<file path="src/rtl/core/lr4_crossover_filter_top_defines.svh">
`ifndef LR4_CROSSOVER_FILTER_TOP_DEFINES_SVH
`define LR4_CROSSOVER_FILTER_TOP_DEFINES_SVH

// same-cycle implication, checked on clk, off during reset
`define LR4X_CHECK_NOW(label, ante, cons, msg) \
  label: assert property (@(posedge clk) disable iff (rst) (ante) |-> (cons)) \
    else $error(msg);

// next-cycle implication, checked on clk, off during reset
`define LR4X_CHECK_NEXT(label, ante, cons, msg) \
  label: assert property (@(posedge clk) disable iff (rst) (ante) |=> (cons)) \
    else $error(msg);

`endif

</file>
<file path="src/rtl/core/lr4x_pkg.sv">
`timescale 1ns / 1ps
`default_nettype none

package lr4x_pkg;

  localparam int SAMPLE_W   = 24;
  localparam int COEF_W     = 32;
  localparam int STATE_W    = 40;
  localparam int PROD_W     = COEF_W + SAMPLE_W;
  localparam int PROD_SHIFT = 23;
  localparam int RND_W      = PROD_W - PROD_SHIFT;
  localparam int ACC_W      = STATE_W + 2;
  localparam int ACC2_W     = RND_W + 1;
  localparam int OUT_SHIFT  = 7;
  localparam int NUM_REGS   = 8;
  localparam int CFG_IDX_W  = $clog2(NUM_REGS);

  typedef logic signed [SAMPLE_W-1:0] sample_t;
  typedef logic signed [COEF_W-1:0]   coef_t;
  typedef logic signed [RND_W-1:0]    rnd_t;
  typedef logic signed [STATE_W-1:0]  state_t;

  typedef enum logic [CFG_IDX_W-1:0] {
    REG_LOW_B0,
    REG_LOW_B1,
    REG_LOW_B2,
    REG_HIGH_B0,
    REG_HIGH_B1,
    REG_HIGH_B2,
    REG_FB_A1,
    REG_FB_A2
  } cfg_reg_t;

endpackage

`default_nettype wire

</file>
<file path="src/rtl/core/lr4_crossover_filter_top.sv">
`timescale 1ns / 1ps
`default_nettype none
// channel  | handshake                  | payload
// ---------+----------------------------+---------------------------------
// sample   | sample_valid, sample_stall | sample (Q1.23)
// band     | band_valid, band_stall     | low_sample, high_sample (Q1.23)
// config   | cfg_write                  | cfg_index, cfg_data (Q2.30)
//
// each word runs through 2*STAGES biquad sections; each section takes five
// products through the single shared multiplier plus a state write-back.
// sample_stall is high from acceptance until the band word is registered.
// a band word waiting under band_stall holds the last low and last high write-backs.
// rst is synchronous: coefficients and section states clear to zero.

module lr4_crossover_filter_top #(
  parameter int STAGES = 2
) (
  input  logic                                clk,
  input  logic                                rst,
  input  lr4x_pkg::sample_t                   sample,
  input  logic                                sample_valid,
  output logic                                sample_stall,
  output lr4x_pkg::sample_t                   low_sample,
  output lr4x_pkg::sample_t                   high_sample,
  output logic                                band_valid,
  input  logic                                band_stall,
  input  logic                                cfg_write,
  input  logic [lr4x_pkg::CFG_IDX_W-1:0]      cfg_index,
  input  lr4x_pkg::coef_t                     cfg_data
);
  import lr4x_pkg::*;

  `include "lr4_crossover_filter_top_defines.svh"

  localparam int SECTIONS = 2 * STAGES;
  localparam int CW       = $clog2(SECTIONS);
  localparam int DEPTH    = 2 * SECTIONS;
  localparam int SW       = CW + 1;
  localparam logic [CW-1:0] LAST_LOW  = CW'(STAGES - 1);
  localparam logic [CW-1:0] LAST_SEC  = CW'(SECTIONS - 1);
  localparam logic [CW-1:0] FIRST_HI  = CW'(STAGES);
  localparam logic signed [ACC_W-1:0] OUT_HALF = ACC_W'(1) << (OUT_SHIFT - 1);

  typedef enum logic [2:0] {
    PH_IDLE,
    PH_B0,
    PH_B1,
    PH_B2,
    PH_A1,
    PH_A2,
    PH_STORE
  } phase_t;

  phase_t                     phase;
  logic [CW-1:0]              sec;
  coef_t                      coef_reg [NUM_REGS];
  state_t                     st [DEPTH];
  sample_t                    x;
  sample_t                    y;
  sample_t                    sample_hold;
  logic signed [ACC_W-1:0]    acc;
  logic signed [RND_W-1:0]    acc2;

  coef_t                      mul_coef;
  sample_t                    mul_op;
  rnd_t                       rnd;
  logic                       band_hi;
  logic [SW-1:0]              rd_idx;
  logic [SW-1:0]              s0_idx;
  logic [SW-1:0]              s1_idx;
  logic signed [ACC_W-1:0]    sum_s;
  logic signed [ACC_W-1:0]    acc_sub;
  logic signed [ACC_W-1:0]    y_biased;
  logic signed [ACC_W-OUT_SHIFT-1:0] y_shift;
  sample_t                    y_sat;
  state_t                     s0_new;
  logic signed [ACC2_W-1:0]   s1_diff;
  state_t                     s1_new;
  logic                       hold_store;
  logic                       band_load;
  logic                       fits_y;
  logic                       fits_s0;

  lr4x_mac u_mac (
    .clk      (clk),
    .coef     (mul_coef),
    .operand  (mul_op),
    .prod_rnd (rnd)
  );

  assign sample_stall = (phase != PH_IDLE);
  assign band_hi      = (sec >= FIRST_HI);
  assign s0_idx       = {sec, 1'b0};
  assign s1_idx       = {sec, 1'b1};
  assign rd_idx       = (phase == PH_B2) ? s1_idx : s0_idx;

  // operand select for the shared multiplier
  always_comb begin
    mul_coef = coef_reg[REG_FB_A2];
    mul_op   = y;
    case (phase)
      PH_B0: begin
        mul_coef = band_hi ? coef_reg[REG_HIGH_B0] : coef_reg[REG_LOW_B0];
        mul_op   = x;
      end
      PH_B1: begin
        mul_coef = band_hi ? coef_reg[REG_HIGH_B1] : coef_reg[REG_LOW_B1];
        mul_op   = x;
      end
      PH_B2: begin
        mul_coef = band_hi ? coef_reg[REG_HIGH_B2] : coef_reg[REG_LOW_B2];
        mul_op   = x;
      end
      PH_A1: begin
        mul_coef = coef_reg[REG_FB_A1];
        mul_op   = y;
      end
      // store keeps a2*y so a held write-back sees the same product
      default: begin
        mul_coef = coef_reg[REG_FB_A2];
        mul_op   = y;
      end
    endcase
  end

  always_comb begin
    sum_s    = ACC_W'(rnd) + ACC_W'(st[rd_idx]);
    acc_sub  = acc - ACC_W'(rnd);
    y_biased = acc + OUT_HALF;
    y_shift  = y_biased[ACC_W-1:OUT_SHIFT];
    fits_y   = (&y_shift[ACC_W-OUT_SHIFT-1:SAMPLE_W-1]) |
               ~(|y_shift[ACC_W-OUT_SHIFT-1:SAMPLE_W-1]);
    if (fits_y) begin
      y_sat = y_shift[SAMPLE_W-1:0];
    end else begin
      y_sat = {y_shift[ACC_W-OUT_SHIFT-1], {(SAMPLE_W-1){~y_shift[ACC_W-OUT_SHIFT-1]}}};
    end
    fits_s0 = (&acc[ACC_W-1:STATE_W-1]) | ~(|acc[ACC_W-1:STATE_W-1]);
    if (fits_s0) begin
      s0_new = acc[STATE_W-1:0];
    end else begin
      s0_new = {acc[ACC_W-1], {(STATE_W-1){~acc[ACC_W-1]}}};
    end
    // b2*x - a2*y always fits the state width
    s1_diff = ACC2_W'(acc2) - ACC2_W'(rnd);
    s1_new  = STATE_W'(s1_diff);
  end

  // both band outputs stay put while the previous word waits
  assign hold_store = ((sec == LAST_SEC) || (sec == LAST_LOW)) && band_valid && band_stall;
  assign band_load  = (phase == PH_STORE) && (sec == LAST_SEC) && !hold_store;

  always_ff @(posedge clk) begin
    if (rst) begin
      phase      <= PH_IDLE;
      sec        <= '0;
      band_valid <= 1'b0;
      for (int i = 0; i < NUM_REGS; i++) begin
        coef_reg[i] <= '0;
      end
      for (int i = 0; i < DEPTH; i++) begin
        st[i] <= '0;
      end
    end else begin
      if (cfg_write) begin
        coef_reg[cfg_index] <= cfg_data;
      end
      if (band_load) begin
        band_valid <= 1'b1;
      end else if (band_valid && !band_stall) begin
        band_valid <= 1'b0;
      end
      case (phase)
        PH_IDLE: begin
          if (sample_valid) begin
            x           <= sample;
            sample_hold <= sample;
            sec         <= '0;
            phase       <= PH_B0;
          end
        end
        PH_B0: begin
          phase <= PH_B1;
        end
        PH_B1: begin
          acc   <= sum_s;
          phase <= PH_B2;
        end
        PH_B2: begin
          y     <= y_sat;
          acc   <= sum_s;
          phase <= PH_A1;
        end
        PH_A1: begin
          acc2  <= rnd;
          phase <= PH_A2;
        end
        PH_A2: begin
          acc   <= acc_sub;
          phase <= PH_STORE;
        end
        PH_STORE: begin
          if (!hold_store) begin
            st[s0_idx] <= s0_new;
            st[s1_idx] <= s1_new;
            if (sec == LAST_SEC) begin
              high_sample <= y;
              sec         <= '0;
              phase       <= PH_IDLE;
            end else begin
              if (sec == LAST_LOW) begin
                low_sample <= y;
                x          <= sample_hold;
              end else begin
                x <= y;
              end
              sec   <= sec + CW'(1);
              phase <= PH_B0;
            end
          end
        end
        default: begin
          phase <= PH_IDLE;
        end
      endcase
    end
  end

  `LR4X_CHECK_NEXT(a_accept_starts, sample_valid && !sample_stall,
    phase == PH_B0 && sec == '0, "accepted word did not start at the first section")
  `LR4X_CHECK_NEXT(a_store_holds, phase == PH_STORE && hold_store,
    phase == PH_STORE && band_valid, "write-back advanced while band word waits")
  `LR4X_CHECK_NOW(a_result_from_store, $rose(band_valid),
    $past(phase == PH_STORE) && phase == PH_IDLE, "band word set outside write-back")
  `LR4X_CHECK_NOW(a_section_bound, phase != PH_IDLE,
    sec <= LAST_SEC, "section counter past last section")

endmodule

`default_nettype wire

</file>
<file path="src/rtl/core/lr4x_mac.sv">
`timescale 1ns / 1ps
`default_nettype none

module lr4x_mac (
  input  logic               clk,
  input  lr4x_pkg::coef_t    coef,
  input  lr4x_pkg::sample_t  operand,
  output lr4x_pkg::rnd_t     prod_rnd
);
  import lr4x_pkg::*;

  localparam logic signed [PROD_W-1:0] PROD_HALF = PROD_W'(1) << (PROD_SHIFT - 1);

  logic signed [PROD_W-1:0] prod;
  logic signed [PROD_W-1:0] prod_biased;

  // full Q3.53 product, registered before rounding
  always_ff @(posedge clk) begin
    prod <= PROD_W'(coef) * PROD_W'(operand);
  end

  // round to 30 fraction bits: add half, floor shift
  assign prod_biased = prod + PROD_HALF;
  assign prod_rnd    = prod_biased[PROD_W-1 -: RND_W];

endmodule

`default_nettype wire

</file>
<file path="config.mk">
export PLATFORM = sky130hd
export DESIGN_NAME = lr4_crossover_filter_top
export DESIGN_NICKNAME = d
export VERILOG_FILES = /design/src/rtl/core/lr4x_pkg.sv /design/src/rtl/core/lr4_crossover_filter_top.sv /design/src/rtl/core/lr4x_mac.sv
export VERILOG_INCLUDE_DIRS = /design/src /design/src/rtl/core
export SDC_FILE = /design/constraint.sdc
export NUM_CORES = 2
export LEC_CHECK = 0
export BUFFER_PORTS_ARGS = -buffer_cell sky130_fd_sc_hd__buf_2
export CORE_ASPECT_RATIO = 2
export CORE_MARGIN = 2
export CORE_UTILIZATION = 59
export DETAILED_ROUTE_END_ITERATION = 10
export PLACE_DENSITY = 0.78
export REMOVE_ABC_BUFFERS = 1
export SLEW_MARGIN = 20
export SYNTH_ARGS = -nofsm -noshare
export SYNTH_HDL_FRONTEND = slang
export SYNTH_SLANG_ARGS = --single-unit
</file>
<file path="constraint.sdc">
create_clock -name clk -period 9.65 [get_ports clk]
set_clock_uncertainty 0.1 [all_clocks]
set_input_delay 0.965 -clock clk [delete_from_list [all_inputs] [get_ports clk]]
set_output_delay 0.965 -clock clk [all_outputs]
set_load 0.02 [all_outputs]
</file>
==> Word level (Yosys, flattened, before mapping) <==
Memory sizes are Yosys's and may differ from the RTL's.
Index checks and enable logic that the tools add are counted.
{ "word_totals": {"regBits": 257, "latch_bits": 0, "mem_bits_rw": 576, "mem_bits_ro": 0, "input_bits": 64, "word_cells": 114, "memories": 2} }
{ "op_classes": {"addsub": 6, "multipliers": 1, "div_mod_pow": 0, "order_cmp": 1, "eq_ne": 11, "shift": 0, "muxes": 42, "n_bitwise": 9, "reduce_logical": 31} }
{ "memory_table": {"columns": ["memory", "depth", "word_bits", "read_ports", "rd_ports_with_merged_regs", "write_ports", "line_no", "rtl"], "rows": [
  ["st", 8, 40, 1, 0, 8, "lr4_crossover_filter_top.sv:57", "state_t st [DEPTH];"],
  ["coef_reg", 8, 32, 8, 0, 8, "lr4_crossover_filter_top.sv:56", "coef_t coef_reg [NUM_REGS];"]
]} }
{ "ops": {"columns": ["op", "count"], "rows": [
  ["24-bit two-way mux", 6],
  ["32-bit two-way mux", 4],
  ["32-bit one-hot mux with 4 select lines", 1],
  ["40-bit two-way mux", 3],
  ["42-bit one-hot mux with 2 select lines", 1],
  ["40-bit OR reduction", 2],
  ["56-bit by 24-bit adder with 56-bit output (second input constant)", 1],
  ["32-bit by 24-bit multiplier with 56-bit output", 1],
  ["24-bit one-hot mux with 2 select lines", 1],
  ["42-bit by 8-bit adder with 42-bit output (second input constant)", 1],
  ["42-bit by 33-bit subtractor with 42-bit output", 1],
  ["33-bit by 40-bit adder with 41-bit output", 1],
  ["33-bit by 33-bit subtractor with 34-bit output", 1],
  ["32-bit OR reduction", 1],
  ["3-bit one-hot mux with 7 select lines", 1],
  ["1-bit two-way mux", 16],
  ["3-bit two-way mux", 5],
  ["12-bit AND reduction", 1],
  ["12-bit OR reduction", 1],
  ["5-bit AND reduction", 2],
  ["3-bit equality test (second input constant)", 3],
  ["3-bit AND reduction", 3],
  ["2-bit AND reduction", 4],
  ["1-bit inverter", 7],
  ["other kinds (19)", 33]
]} }

==> Longest topological paths before layout <==
{ "depth": {"word_depth": 10, "depth_mapped": 40} }

==> Hierarchy <==
A second synthesis with hierarchy kept.
{ "hier_totals": {"cells_unflattened": 6466, "area_unflattened_um2": 67015.5} }
{ "by_module_without_submodules": {"columns": ["mod", "instances", "cells_per_inst", "area_per_inst_um2", "seq_area_each_um2"], "rows": [
  ["lr4_crossover_filter_top", 1, 3437, 39147.5, 22551.6],
  ["lr4x_mac", 1, 3029, 27868.0, 680.7]
]} }

==> Worst setup path after synthesis <==
Ideal clock, no wire load.
{ "synth_timing": {"kind": "register -> register", "from": "register sec[0]", "to": "register u_mac.prod[53]", "setup_ps": 79, "arrival_ps": 9498, "required_time_ps": 9471, "slack_ps": -27, "path_stages_with_launch": 37, "path_buffers": 6, "period_less_slack_ps": 9677, "path_cell_list": "dfxtp_1 clkbuf_1 clkbuf_1 clkbuf_1 inv_1 ha_1 or2_0 clkbuf_1 a221oi_1 nor2_1 nor3b_1 clkbuf_1 buf_1 nor2_1 fa_1 fa_1 fa_1 inv_1 fa_1 fa_1 inv_1 fa_1 inv_1 fa_1 inv_1 ha_1 a21o_1 a21o_1 a21oi_1 nor2b_1 o21a_1 o21ai_0 nand2b_1 a21oi_1 mux2_2 a41o_1 a211oi_2"} }
{ "synth_between": {"elab_chain_cells": 4, "word_cells_on_any_way": 6, "classes_between": "mul (1); order compare (1); mux (4)"} }
{ "synth_rtl": {"columns": ["item", "line_no", "rtl"], "rows": [
  ["start, declared", "lr4_crossover_filter_top.sv:55", "logic [CW-1:0] sec;"],
  ["start signal, assigned", "lr4_crossover_filter_top.sv:217", "sec <= sec + CW'(1);"],
  ["2-bit >= comparator (*)", "lr4_crossover_filter_top.sv:92", "assign band_hi = (sec >= FIRST_HI);"],
  ["32-bit two-way mux, on equally long branches", "lr4_crossover_filter_top.sv:111, lr4_crossover_filter_top.sv:103, lr4_crossover_filter_top.sv:107", null],
  ["32-bit one-hot mux with 4 select lines (*)", "lr4_crossover_filter_top.sv:101", "case (phase)"],
  ["32-bit by 24-bit multiplier with 56-bit output (*)", "lr4x_mac.sv:19", "prod <= PROD_W'(coef) * PROD_W'(operand);"],
  ["end signal, assigned", "lr4x_mac.sv:19", null],
  ["end, declared", "lr4x_mac.sv:14", "logic signed [PROD_W-1:0] prod;"]
]} }
Mark *: on every way between the ends. The rest lies on a longest branch, timed or not.
A chain may end at the register's enable or synchronous reset.

==> Worst setup path in the final report <==
{ "layout_timing": {"from": "register phase[1]", "to": "register u_mac.prod[49]"} }
{ "layout_between": {"elab_chain_cells": 4, "word_cells_on_any_way": 8, "classes_between": "mul (1); eq/ne (4); mux (2); reduce/logical (1)"} }
{ "layout_rtl": {"columns": ["item", "line_no", "rtl"], "rows": [
  ["start, declared", "lr4_crossover_filter_top.sv:54", "phase_t phase;"],
  ["start signal, assigned", "lr4_crossover_filter_top.sv:155", "phase <= PH_IDLE;"],
  ["start signal, assigned", "lr4_crossover_filter_top.sv:179", "phase <= PH_B0;"],
  ["start signal, assigned", "lr4_crossover_filter_top.sv:183", "phase <= PH_B1;"],
  ["3-bit by 2-bit equality test with 1-bit output / 3-bit by 1-bit equality test with 1-bit output (equally long branches)", "lr4_crossover_filter_top.sv:101", null],
  ["3-bit OR reduction (no line)", null, null],
  ["24-bit two-way mux", "lr4_crossover_filter_top.sv:101", null],
  ["32-bit by 24-bit multiplier with 56-bit output (*)", "lr4x_mac.sv:19", null]
]} }
Marks and branches as above.

==> impl_metrics.json <==
{
  "post_cts_buffers": 0,
  "cpMaxStageDelayCell": "nand2_1",
  "vias_per_cell": 6.30,
  "clkSlewWorstSetupHoldPaths_ps": 70,
  "worstMarginPinSlew_ps": 1200,
  "core_area_sq_um": 111000,
  "synth_cell_type_count": 88,
  "hold_depth": 1,
  "clkLatencyLatePin_ps": 700,
  "ctsHoldBuffers": 0,
  "synth_top_area_cell": "edfxtp_1",
  "rsz0062_at_grt": "no",
  "cts_sinks": 787,
  "layout_common_cells": "inv_1, nand2_1, fa_1",
  "endpoint_kind": "flip-flop",
  "period_share_pct": 97.7,
  "drtIter0Drc": 4346,
  "cts_tree": "done",
  "rr_worst_depth": 29,
  "antenna_found_initial": 17,
  "fin_crit_ps": 9430,
  "cp.required_ps": 10130,
  "fill_cells": 8878,
  "max-slew-margin-rel_pct": 19.4,
  "dr_total_vias": 50616,
  "gp_congestion": 1.04,
  "slew_violations": 0,
  "crit_path_frequent_cell": "fa_1",
  "rows": 173,
  "dp_hpwl_microns": 174000,
  "io_pins": 114,
  "hold_viol_final": 0,
  "portBuffers": 113,
  "h-tree-depth": 3,
  "clock.fmax_mhz": 106,
  "setup_viol": 0,
  "initial_core_util_pct": 59.5,
  "async_reset_ff_share_pct": 0,
  "cts_resized": 0,
  "nNetsFinal": 7595,
  "timing.reg2reg.setup_slack_ps": 220,
  "synth_edf_count": 747,
  "ys_seq_area_share_pct": 35.2,
  "die_h_microns": 477,
  "cts-root-buf": "clkbuf_16",
  "dr.pass1.iters": 9,
  "wl_per_cell_microns": 29.1,
  "min_from": "sample[6]",
  "cts.path.max_buffers": 3,
  "worst_hold_path.endpoint": "sample_hold[6]",
  "grt_pass1_vias": 54961,
  "netlist_area_sq_um": 66000,
  "synth_top_area_share_pct": 34.0,
  "drcViolationCount": 0,
  "critPathArrivalTime_ps": 9910,
  "syn_inst": 6397,
  "synth_top_flop_cell": "edfxtp_1",
  "gr-total-overflow": 0,
  "r2r-end": "u_mac.prod[49]",
  "largest_register_ffs": 296,
  "hold_path.class": "in2reg",
  "dieArea_sq_um": 115000,
  "grt_max_degree": 74,
  "critPathMaxFanout": 17,
  "outcome": "completed",
  "ant_nets": 0,
  "grt_pass1_wl_microns": 341000,
  "synth-seq-cells": 787,
  "slowest_delay_ps": 640,
  "path_class": "reg2reg",
  "fin_cells": 8028,
  "area_delta_synth_final_pct": 8.50,
  "dieWidth_microns": 241,
  "drive_gt1_share_pct": 9.35,
  "final_common_cell": "inv_1",
  "routed_wl_microns": 234000,
  "grt.total_usage_pct": 42.0,
  "syn_area_per_cell_sq_um": 10.3,
  "yosysWarnings": 0,
  "place_inst": 7892,
  "numCtsBuffers": 72,
  "reg2reg_from": "phase[1]",
  "synth.top_cells.by_area": "edfxtp_1, fa_1, inv_1",
  "maxCapViolations": 0,
  "startpoint_type": "flip-flop"
}
[routing by layer]
| layer | GRT usage, % | wire length [microns] | part of all wire [%] |
|---|---|---|---|
| met1 | 37.8 | 63300 | 27 |
| met2 | 70.9 | 117000 | 50 |
| met3 | 11.3 | 21000 | 9.0 |
| met4 | 46.6 | 32700 | 14 |
| met5 | 0.173 | 46 | 0.020 |
[worst max-delay path: cells and delay by family, from the launching register on]
kind | cells | cell delay, ps
buffers and inverters | 6 | 1190
DFF | 1 | 430
AOI/OAI and AO/OA | 9 | 2210
adders and majority gates | 8 | 4140
and+or+nand+nor | 6 | 1190
[final cells by class]
class	instances	area, sq um	area share (%)
clock buffers	79	1830	2.55
flip-flops and latches	787	23200	32.4
clock inverters	49	551	0.768
repair buffers	311	2200	3.07
inverters	891	3340	4.67
multi-input cells	4417	38600	53.9
diodes	7	17.5	0.0245
well taps	1487	1860	2.60
[cells by family after synthesis]
group	share of synthesized area, %
AO/OA/AOI/OAI	8.41
XOR/XNOR	2.73
adder cells (fa/ha/maj)	28.8
flip-flops	35.2
AND/OR/NAND/NOR	14.8
buffers and inverters	6.81
multiplexers	3.23
[metrics by stage]
| step | setup WS [ps] | setup TNS (ps) | cell area (sq um) | hold WS (ps) | utilization [%] |
|---|---|---|---|---|---|
| 2_1_floorplan | -2300 | -63290 | 64900 | 368 | - |
| 3_3_place_gp | 219 | 0 | 69100 | 415 | 62.3 |
| 3_5_place_dp | 175 | 0 | 69100 | 431 | 62.3 |
| 4_1_cts | 115 | 0 | 71500 | 319 | 64.4 |
| 5_1_grt | 28.3 | 0 | 71600 | 339 | 64.5 |
| 6_report | 224 | 0 | 71600 | 348 | 64.5 |
[synth_stat cells (21+ instances only)]
cell type  instances
inv_1            889
nand2_1          888
fa_1             785
edfxtp_1         747
nor2_1           704
and2_1           302
ha_1             266
clkbuf_1         260
o21ai_0          192
a21oi_1          182
xor2_1           107
a21o_1           100
xnor2_1           99
mux4_2            66
nand3_1           66
mux2i_1           48
and3_1            46
a22oi_1           42
nand2b_1          41
dfxtp_1           40
buf_1             31
o211ai_1          30
o21ai_1           29
a22o_1            27
a221oi_1          26
nor2b_1           26
nor3_1            26
o21a_1            24
nand4_1           23
o21bai_1          21
[worst max path at each step]
stage,from,to,slack (ps),cells past startpoint
final,phase[1],u_mac.prod[49],220,29
after global placement,sec[0],u_mac.prod[53],220,33
after floorplan,sec[0],u_mac.prod[53],-2300,31
after global routing,phase[0],u_mac.prod[49],30,33
after detailed placement,sec[0],u_mac.prod[53],170,33
after CTS,sec[0],u_mac.prod[53],120,33
Power is left out: the tool's default activity adds up to more than one toggle a clock period on the data nets, which glitch-free logic cannot reach.
